==> config.mk <==
export PLATFORM = sky130hd
export DESIGN_NAME = sha256_message_hasher
export DESIGN_NICKNAME = d
export VERILOG_FILES = /design/src/rtl/sha256_pkg.sv /design/src/rtl/sha256_datapath.sv /design/src/rtl/sha256_ctrl.sv /design/src/rtl/sha256_message_hasher.sv
export SDC_FILE = /design/constraint.sdc
export NUM_CORES = 2
export LEC_CHECK = 0
export BUFFER_PORTS_ARGS = -buffer_cell sky130_fd_sc_hd__buf_2
export CAP_MARGIN = 20
export CORE_MARGIN = 4
export CORE_UTILIZATION = 50
export CTS_CLUSTER_DIAMETER = 120
export DETAILED_ROUTE_END_ITERATION = 10
export PLACE_DENSITY = 0.68
export SYNTH_ARGS = -nofsm -noshare
export SYNTH_HDL_FRONTEND = slang
export SYNTH_SLANG_ARGS = --single-unit
==> constraint.sdc <==
create_clock -name i_clk -period 31.7 [get_ports i_clk]
set_input_delay 3.17 -clock i_clk [delete_from_list [all_inputs] [get_ports i_clk]]
set_output_delay 3.17 -clock i_clk [all_outputs]
set_load 0.02 [all_outputs]
==> src/rtl/sha256_pkg.sv <==
// Package: SHA-256 hasher types, constants and round functions.
package sha256_pkg;

    typedef struct packed {
        logic [7:0] data_byte;
        logic       has_data;
        logic       end_of_message;
    } t_in_beat;

    typedef struct packed {
        logic [31:0] digest_word;
        logic [2:0]  word_index;
        logic        last_word;
    } t_out_beat;

    typedef struct packed {
        logic       load_byte;
        logic [7:0] load_value;
        logic       start_block;
        logic       round_en;
        logic       finish_block;
        logic       init_hash;
        logic       clear_count;
        logic       count_byte;
        logic [2:0] rd_word;
    } t_dp_cmd;

    typedef struct packed {
        logic [5:0]  fill_pos;
        logic [60:0] byte_count;
        logic [31:0] hash_word;
    } t_dp_status;

    localparam int unsigned ROUNDS = 64;
    localparam logic [7:0] PAD_BYTE = 8'h80;
    localparam logic [5:0] LEN_POS = 6'd56;

    localparam logic [31:0] H_INIT [8] = '{
        32'h6a09e667, 32'hbb67ae85, 32'h3c6ef372, 32'ha54ff53a,
        32'h510e527f, 32'h9b05688c, 32'h1f83d9ab, 32'h5be0cd19};

    localparam logic [31:0] ROUND_K [64] = '{
        32'h428a2f98, 32'h71374491, 32'hb5c0fbcf, 32'he9b5dba5,
        32'h3956c25b, 32'h59f111f1, 32'h923f82a4, 32'hab1c5ed5,
        32'hd807aa98, 32'h12835b01, 32'h243185be, 32'h550c7dc3,
        32'h72be5d74, 32'h80deb1fe, 32'h9bdc06a7, 32'hc19bf174,
        32'he49b69c1, 32'hefbe4786, 32'h0fc19dc6, 32'h240ca1cc,
        32'h2de92c6f, 32'h4a7484aa, 32'h5cb0a9dc, 32'h76f988da,
        32'h983e5152, 32'ha831c66d, 32'hb00327c8, 32'hbf597fc7,
        32'hc6e00bf3, 32'hd5a79147, 32'h06ca6351, 32'h14292967,
        32'h27b70a85, 32'h2e1b2138, 32'h4d2c6dfc, 32'h53380d13,
        32'h650a7354, 32'h766a0abb, 32'h81c2c92e, 32'h92722c85,
        32'ha2bfe8a1, 32'ha81a664b, 32'hc24b8b70, 32'hc76c51a3,
        32'hd192e819, 32'hd6990624, 32'hf40e3585, 32'h106aa070,
        32'h19a4c116, 32'h1e376c08, 32'h2748774c, 32'h34b0bcb5,
        32'h391c0cb3, 32'h4ed8aa4a, 32'h5b9cca4f, 32'h682e6ff3,
        32'h748f82ee, 32'h78a5636f, 32'h84c87814, 32'h8cc70208,
        32'h90befffa, 32'ha4506ceb, 32'hbef9a3f7, 32'hc67178f2};

    function automatic logic [31:0] rotr(input logic [31:0] x, input int unsigned n);
        return (x >> n) | (x << (32 - n));
    endfunction

endpackage

==> src/rtl/sha256_datapath.sv <==
// Datapath: block buffer, schedule window, round logic, hash words, byte count.
module sha256_datapath (
    input  logic                   i_clk,
    input  logic                   i_rst_n,
    input  sha256_pkg::t_dp_cmd    i_cmd,
    output sha256_pkg::t_dp_status o_status
);
    import sha256_pkg::*;

    logic [31:0] r_blk [16];
    logic [31:0] r_w [16];
    logic [31:0] r_v [8];
    logic [31:0] r_h [8];
    logic [60:0] r_count;
    logic [5:0]  r_fill;
    logic [5:0]  r_round;

    logic [31:0] w15, w2, s0, s1, w_new, w_cur, t1, t2;
    logic [31:0] e, a;
    logic [4:0]  lane_lsb;

    // big-endian byte lane within the buffer word
    assign lane_lsb = {~r_fill[1:0], 3'b000};

    always_comb begin
        w15   = r_w[1];
        w2    = r_w[14];
        s0    = rotr(w15, 7) ^ rotr(w15, 18) ^ (w15 >> 3);
        s1    = rotr(w2, 17) ^ rotr(w2, 19) ^ (w2 >> 10);
        w_new = s1 + r_w[9] + s0 + r_w[0];
        w_cur = (r_round < 6'd16) ? r_w[0] : w_new;
        e     = r_v[4];
        a     = r_v[0];
        t1    = r_v[7] + (rotr(e, 6) ^ rotr(e, 11) ^ rotr(e, 25))
              + ((e & r_v[5]) ^ (~e & r_v[6])) + ROUND_K[r_round] + w_cur;
        t2    = (rotr(a, 2) ^ rotr(a, 13) ^ rotr(a, 22))
              + ((a & r_v[1]) ^ (a & r_v[2]) ^ (r_v[1] & r_v[2]));
    end

    // byte buffer and fill position
    always_ff @(posedge i_clk) begin
        if (!i_rst_n) begin
            r_fill <= '0;
        end else if (i_cmd.load_byte) begin
            r_blk[r_fill[5:2]][lane_lsb +: 8] <= i_cmd.load_value;
            r_fill <= r_fill + 6'd1;
        end
    end

    always_ff @(posedge i_clk) begin
        if (!i_rst_n) begin
            r_count <= '0;
        end else if (i_cmd.clear_count) begin
            r_count <= '0;
        end else if (i_cmd.count_byte) begin
            r_count <= r_count + 61'd1;
        end
    end

    // rounds 0-15 use w[0] as current word; later w_new, from window W[r-16..r-1]
    always_ff @(posedge i_clk) begin
        if (i_cmd.start_block) begin
            for (int j = 0; j < 16; j++) begin
                r_w[j] <= r_blk[j];
            end
            for (int j = 0; j < 8; j++) begin
                r_v[j] <= r_h[j];
            end
            r_round <= '0;
        end else if (i_cmd.round_en) begin
            for (int j = 0; j < 15; j++) begin
                r_w[j] <= r_w[j+1];
            end
            r_w[15] <= (r_round < 6'd16) ? r_w[0] : w_new;
            r_v[7] <= r_v[6];
            r_v[6] <= r_v[5];
            r_v[5] <= r_v[4];
            r_v[4] <= r_v[3] + t1;
            r_v[3] <= r_v[2];
            r_v[2] <= r_v[1];
            r_v[1] <= r_v[0];
            r_v[0] <= t1 + t2;
            r_round <= r_round + 6'd1;
        end
    end

    always_ff @(posedge i_clk) begin
        if (!i_rst_n) begin
            for (int j = 0; j < 8; j++) r_h[j] <= H_INIT[j];
        end else if (i_cmd.init_hash) begin
            for (int j = 0; j < 8; j++) r_h[j] <= H_INIT[j];
        end else if (i_cmd.finish_block) begin
            for (int j = 0; j < 8; j++) r_h[j] <= r_h[j] + r_v[j];
        end
    end

    assign o_status.fill_pos   = r_fill;
    assign o_status.byte_count = r_count;
    assign o_status.hash_word  = r_h[i_cmd.rd_word];
endmodule

==> src/rtl/sha256_ctrl.sv <==
// Controller: input handshake, padding sequence, round count, digest output.
module sha256_ctrl (
    input  logic                   i_clk,
    input  logic                   i_rst_n,
    input  logic                   i_valid,
    output logic                   o_ready,
    input  sha256_pkg::t_in_beat   i_data,
    output logic                   o_valid,
    input  logic                   i_ready,
    output sha256_pkg::t_out_beat  o_data,
    output sha256_pkg::t_dp_cmd    o_cmd,
    input  sha256_pkg::t_dp_status i_status
);
    import sha256_pkg::*;

    typedef enum logic [2:0] {
        S_IDLE, S_LOAD, S_ROUND, S_FINISH, S_PAD, S_OUT
    } t_state;

    t_state      r_state;
    logic        r_closing;
    logic        r_last_block;
    logic [6:0]  r_cnt;
    logic [63:0] r_bits;
    logic        r_ovalid;
    logic [2:0]  r_idx;
    logic [31:0] r_word;
    logic        r_pad_first;

    logic accept;
    assign o_ready = (r_state == S_IDLE);
    assign accept  = i_valid && o_ready;

    always_comb begin
        o_cmd = '0;
        o_cmd.rd_word = r_idx;
        case (r_state)
            S_IDLE: begin
                if (accept && i_data.has_data) begin
                    o_cmd.load_byte  = 1'b1;
                    o_cmd.load_value = i_data.data_byte;
                    o_cmd.count_byte = 1'b1;
                end
            end
            S_LOAD:   o_cmd.start_block = 1'b1;
            S_ROUND:  o_cmd.round_en = 1'b1;
            S_FINISH: o_cmd.finish_block = 1'b1;
            S_PAD: begin
                o_cmd.load_byte = 1'b1;
                if (r_pad_first) begin
                    o_cmd.load_value = PAD_BYTE;
                end else if (r_last_block && i_status.fill_pos >= LEN_POS) begin
                    o_cmd.load_value = r_bits[63:56];
                end else begin
                    o_cmd.load_value = 8'h00;
                end
            end
            S_OUT: begin
                if (r_ovalid && i_ready && r_idx == 3'd7) begin
                    o_cmd.init_hash   = 1'b1;
                    o_cmd.clear_count = 1'b1;
                end
            end
            default: ;
        endcase
    end

    always_ff @(posedge i_clk) begin
        if (!i_rst_n) begin
            r_state      <= S_IDLE;
            r_closing    <= 1'b0;
            r_last_block <= 1'b0;
            r_cnt        <= '0;
            r_ovalid     <= 1'b0;
            r_idx        <= '0;
            r_pad_first  <= 1'b0;
        end else begin
            case (r_state)
                S_IDLE: begin
                    if (accept) begin
                        r_closing <= i_data.end_of_message;
                        r_bits    <= {i_status.byte_count
                                      + {60'd0, i_data.has_data}, 3'b000};
                        if (i_data.has_data && i_status.fill_pos == 6'd63) begin
                            r_last_block <= 1'b0;
                            r_pad_first  <= i_data.end_of_message;
                            r_state <= S_LOAD;
                        end else if (i_data.end_of_message) begin
                            r_pad_first <= 1'b1;
                            r_last_block <= ((i_status.fill_pos
                                              + {5'd0, i_data.has_data}) < 6'd56)
                                            && !(i_data.has_data
                                                 && i_status.fill_pos == 6'd63);
                            r_state <= S_PAD;
                        end
                    end
                end
                S_LOAD: begin
                    r_cnt   <= '0;
                    r_state <= S_ROUND;
                end
                S_ROUND: begin
                    r_cnt <= r_cnt + 7'd1;
                    if (r_cnt == 7'(ROUNDS - 1)) r_state <= S_FINISH;
                end
                S_FINISH: begin
                    if (!r_closing) begin
                        r_state <= S_IDLE;
                    end else if (r_last_block && !r_pad_first) begin
                        r_idx   <= '0;
                        r_state <= S_OUT;
                    end else begin
                        r_last_block <= 1'b1;
                        r_state <= S_PAD;
                    end
                end
                S_PAD: begin
                    r_pad_first <= 1'b0;
                    if (r_last_block && i_status.fill_pos >= LEN_POS) begin
                        r_bits <= {r_bits[55:0], 8'h00};
                    end
                    if (i_status.fill_pos == 6'd63) r_state <= S_LOAD;
                end
                S_OUT: begin
                    if (!r_ovalid) begin
                        r_ovalid <= 1'b1;
                        r_word   <= i_status.hash_word;
                    end else if (i_ready) begin
                        r_ovalid <= 1'b0;
                        if (r_idx == 3'd7) begin
                            r_closing <= 1'b0;
                            r_state   <= S_IDLE;
                        end else begin
                            r_idx <= r_idx + 3'd1;
                        end
                    end
                end
                default: r_state <= S_IDLE;
            endcase
        end
    end

    assign o_valid            = r_ovalid;
    assign o_data.digest_word = r_word;
    assign o_data.word_index  = r_idx;
    assign o_data.last_word   = (r_idx == 3'd7);

    a_ready_idle: assert property (@(posedge i_clk) disable iff (!i_rst_n)
        o_ready |-> !o_valid) else $error("ready while output pending");
    a_rounds: assert property (@(posedge i_clk) disable iff (!i_rst_n)
        (r_state == S_FINISH) |-> $past(r_state == S_ROUND))
        else $error("finish without rounds");
    a_out_state: assert property (@(posedge i_clk) disable iff (!i_rst_n)
        o_valid |-> r_state == S_OUT) else $error("output outside out state");
endmodule

==> src/rtl/sha256_message_hasher.sv <==
// Top level: SHA-256 message hasher, byte in, eight digest words out.
//  channel | dir | payload                                  | handshake
//  in      | in  | data_byte, has_data, end_of_message       | i_valid / o_ready
//  out     | out | digest_word, word_index, last_word        | o_valid / i_ready
// A byte that does not fill a block or end the message is stored; o_ready stays high.
// A filled block is compressed: load, 64 rounds on one shared round unit, hash update.
// Closing: pad bytes one a cycle into the buffer, one or two compressions, then
// eight output beats of registered words. Synchronous active-low reset; no item is
// taken while a block or digest is in work; output stalls hold the beat.
module sha256_message_hasher (
    input  logic                  i_clk,
    input  logic                  i_rst_n,
    input  logic                  i_valid,
    output logic                  o_ready,
    input  sha256_pkg::t_in_beat  i_data,
    output logic                  o_valid,
    input  logic                  i_ready,
    output sha256_pkg::t_out_beat o_data
);
    import sha256_pkg::*;

    t_dp_cmd    cmd;
    t_dp_status status;

    sha256_ctrl u_ctrl (
        .i_clk(i_clk), .i_rst_n(i_rst_n),
        .i_valid(i_valid), .o_ready(o_ready), .i_data(i_data),
        .o_valid(o_valid), .i_ready(i_ready), .o_data(o_data),
        .o_cmd(cmd), .i_status(status)
    );

    sha256_datapath u_dp (
        .i_clk(i_clk), .i_rst_n(i_rst_n),
        .i_cmd(cmd), .o_status(status)
    );
endmodule
==> flow_summary.ini <==
[floorplanning]
die_w_um = 443
core_um2 = 188000
dieArea_um2 = 196000
start_util_pct = 50.4
num_rows = 159
die_h_um = 443
ioPinCount = 52

[min_path]
hp-class = reg2reg

[worst_setup_path]
path_max_fanout = 20
crit_path_end_kind = flip-flop
crit_type = reg2reg
max_stage_delay_ns = 0.78
cp.arrival_ns = 11.65
cp_slowest_cell = nor4b_1
cp.required_ns = 32.24
startpoint_type = flip-flop

[clocking]
clk_pin_slew_ns = 0.06
htree_levels = 4
clock_path_buffers = 3
postCtsSetupRepairBufs = 0
insertion_delay_ns = 0.88
numCtsBuffers = 185
postCtsHoldBufs = 0
cts-root-buf = clkbuf_16
ctsResizeCount = 0
tritoncts = done
cts.sinks = 1719

[placed_design]
gp_congestion = 1.01
dp_hpwl_um = 202000
io_buffers = 51
placed_area_um2 = 97500
dp_cells = 11256

[timing]
period_share_pct = 35.0
holdWs_ns = 0.465
skew_ns = 0.0814
worst_slew_pin_slew_ns = 1.26
rsz0062_at_grt = no
setup_viol = 0
relSlewSlack_pct = 16.0
timing.fmax_mhz = 90.0
hold_violations = 0
period_needed_ns = 11.11
drv_slew = 0
tns_ns = 0

[finish]
drive_gt1_share_pct = 6.77
stdcell_area_um2 = 104000
instances_no_fill = 11602
layout.nets = 9575
syn2layout_area_growth_pct = 9.29
final_cell_mix = nand2_1 (2537), edfxtp_1 (1597), nor2_1 (513)
layout_commonest_cell = nand2_1
n_fill_cell = 16154

[status]
status = complete, no violations

[drt]
drcViolationCount = 0
wirelength_um = 283000
drt-initial-drc-count = 6743
vias_per_cell = 5.83
vias = 67615
wl_per_cell_um = 24.4
drt_pass1_iterations = 6
detail-route-antenna-nets = 0

[synth]
synthFlopType = edfxtp_1
syn-num-nets = 9637
yosys_warnings = 0
synth_cell_types = 81
synth_edf_count = 1597
ys_seq_area_share_pct = 53.2
synthTopCellsByArea = edfxtp_1 (51%), nand2_1 (10%), ha_1 (5.5%)
synth_top_area_cell = edfxtp_1
synth_cells = 9013
syn-cell-area_um2 = 94700
ys_ff_latch = 1719
synth.avg_cell_area_um2 = 10.5
synth_top_area_share_pct = 50.6
synthArstFlopShare_pct = 0

[global_routing]
grt.overflow.total = 0
grt_max_degree = 198
antenna_found_initial = 9
grt_pass1_vias = 65605
grt_usage_pct = 28.3
grt_pass1_wl_um = 422000

[job]
maxCapViolCount = 0
## path summary, 6_finish.rpt
check                  startpoint         endpoint  slack [ns]  cells past startpoint
hold reg to reg   u_dp.r_w[7][20]  u_dp.r_w[6][20]        0.47                      2
hold / removal    u_dp.r_w[7][20]  u_dp.r_w[6][20]        0.47                      2
setup reg to reg  u_dp.r_round[1]  u_dp.r_v[2][31]       20.59                     37
setup / recovery  u_dp.r_round[1]  u_dp.r_v[2][31]       20.59                     37
## logic make-up (layout without fill, tap and decap cells)
logic type	after synthesis	in the layout	share of synthesized area, %
simple gates	3654	3654	15.9
flops	1719	1719	53.2
compound gates	1435	1435	9.32
buf+inv	761	853	3.03
xor+xnor	669	669	6.19
fa+ha+maj	628	628	9.81
mux	147	147	2.58
other cells	0	2	0
## layer usage
layer	track usage, %	up-vias	routed length [um]
met1	38.8	33300	119000
met5	0	-	13
met2	45.0	2634	131000
met3	4.70	534	20300
met4	11.9	2	13100
li1	-	31145	-
## registers in the layout (all words and copies together), names as in the netlist
| register | cells |
|---|---|
| u_dp.r_blk | 512 |
| u_dp.r_w | 512 |
| u_dp.r_h | 256 |
| u_dp.r_v | 256 |
| u_ctrl.r_bits | 61 |
| u_dp.r_count | 61 |
| u_ctrl.r_word | 32 |
| u_ctrl.r_cnt | 7 |
| u_dp.r_fill | 6 |
| u_dp.r_round | 6 |
| u_ctrl.r_idx | 3 |
| u_ctrl.r_state | 3 |
| u_ctrl.o_valid | 1 |
| u_ctrl.r_closing | 1 |
| u_ctrl.r_last_block | 1 |
| u_ctrl.r_pad_first | 1 |
## Yosys cell counts (all sizes together) (24+ instances only)
library cell  instances
mux4                 73
nand3                85
or2                  28
nand2b               73
or3                  46
nor3                 83
o21ai               433
o21a                 65
a31oi                56
dfxtp               122
o31ai                24
a21o                182
xnor2               409
clkbuf              357
and2                 34
mux2                 45
xor2                260
buf                  48
a211oi               39
fa                  197
nor2b                75
o21bai               39
edfxtp             1597
nand4                46
a21boi               28
ha                  413
nand2              2541
mux2i                29
nor2                532
and3                 51
inv                 355
o211ai               33
a21oi               396
## per-stage QoR
step / setup slack (ns) / util [%]
after floorplan: 14.62 / -
after detailed placement: 20.89 / 51.9
final: 20.59 / 55.1
after global placement: 21.08 / 51.8
after CTS: 20.82 / 55.0
after global routing: 20.01 / 55.1
## layout make-up
| cell class | count | area (um2) | share of cell area (%) |
|---|---|---|---|
| clock inverter | 111 | 1150 | 1.11 |
| tap | 2495 | 3120 | 3.02 |
| antenna | 2 | 5.00 | 0.00483 |
| timing repair buffer | 156 | 1080 | 1.05 |
| clock buffer | 230 | 4850 | 4.68 |
| inverter | 356 | 1350 | 1.30 |
| multi-input combinational | 6533 | 41500 | 40.1 |
| sequential | 1719 | 50400 | 48.7 |
## critical path, delay by kind of cell (launching register included)
kind / cells / cell delay (ns)
adder cells (fa/ha/maj): 8 / 3.88
AO/OA/AOI/OAI: 12 / 3.28
AND/OR/NAND/NOR: 10 / 2.23
buffers and inverters: 5 / 0.76
XOR/XNOR: 2 / 0.35
flip-flops: 1 / 0.29
Power is not shown: default switching activity piles up to over one toggle a cycle in this logic, so the estimate is an artifact.
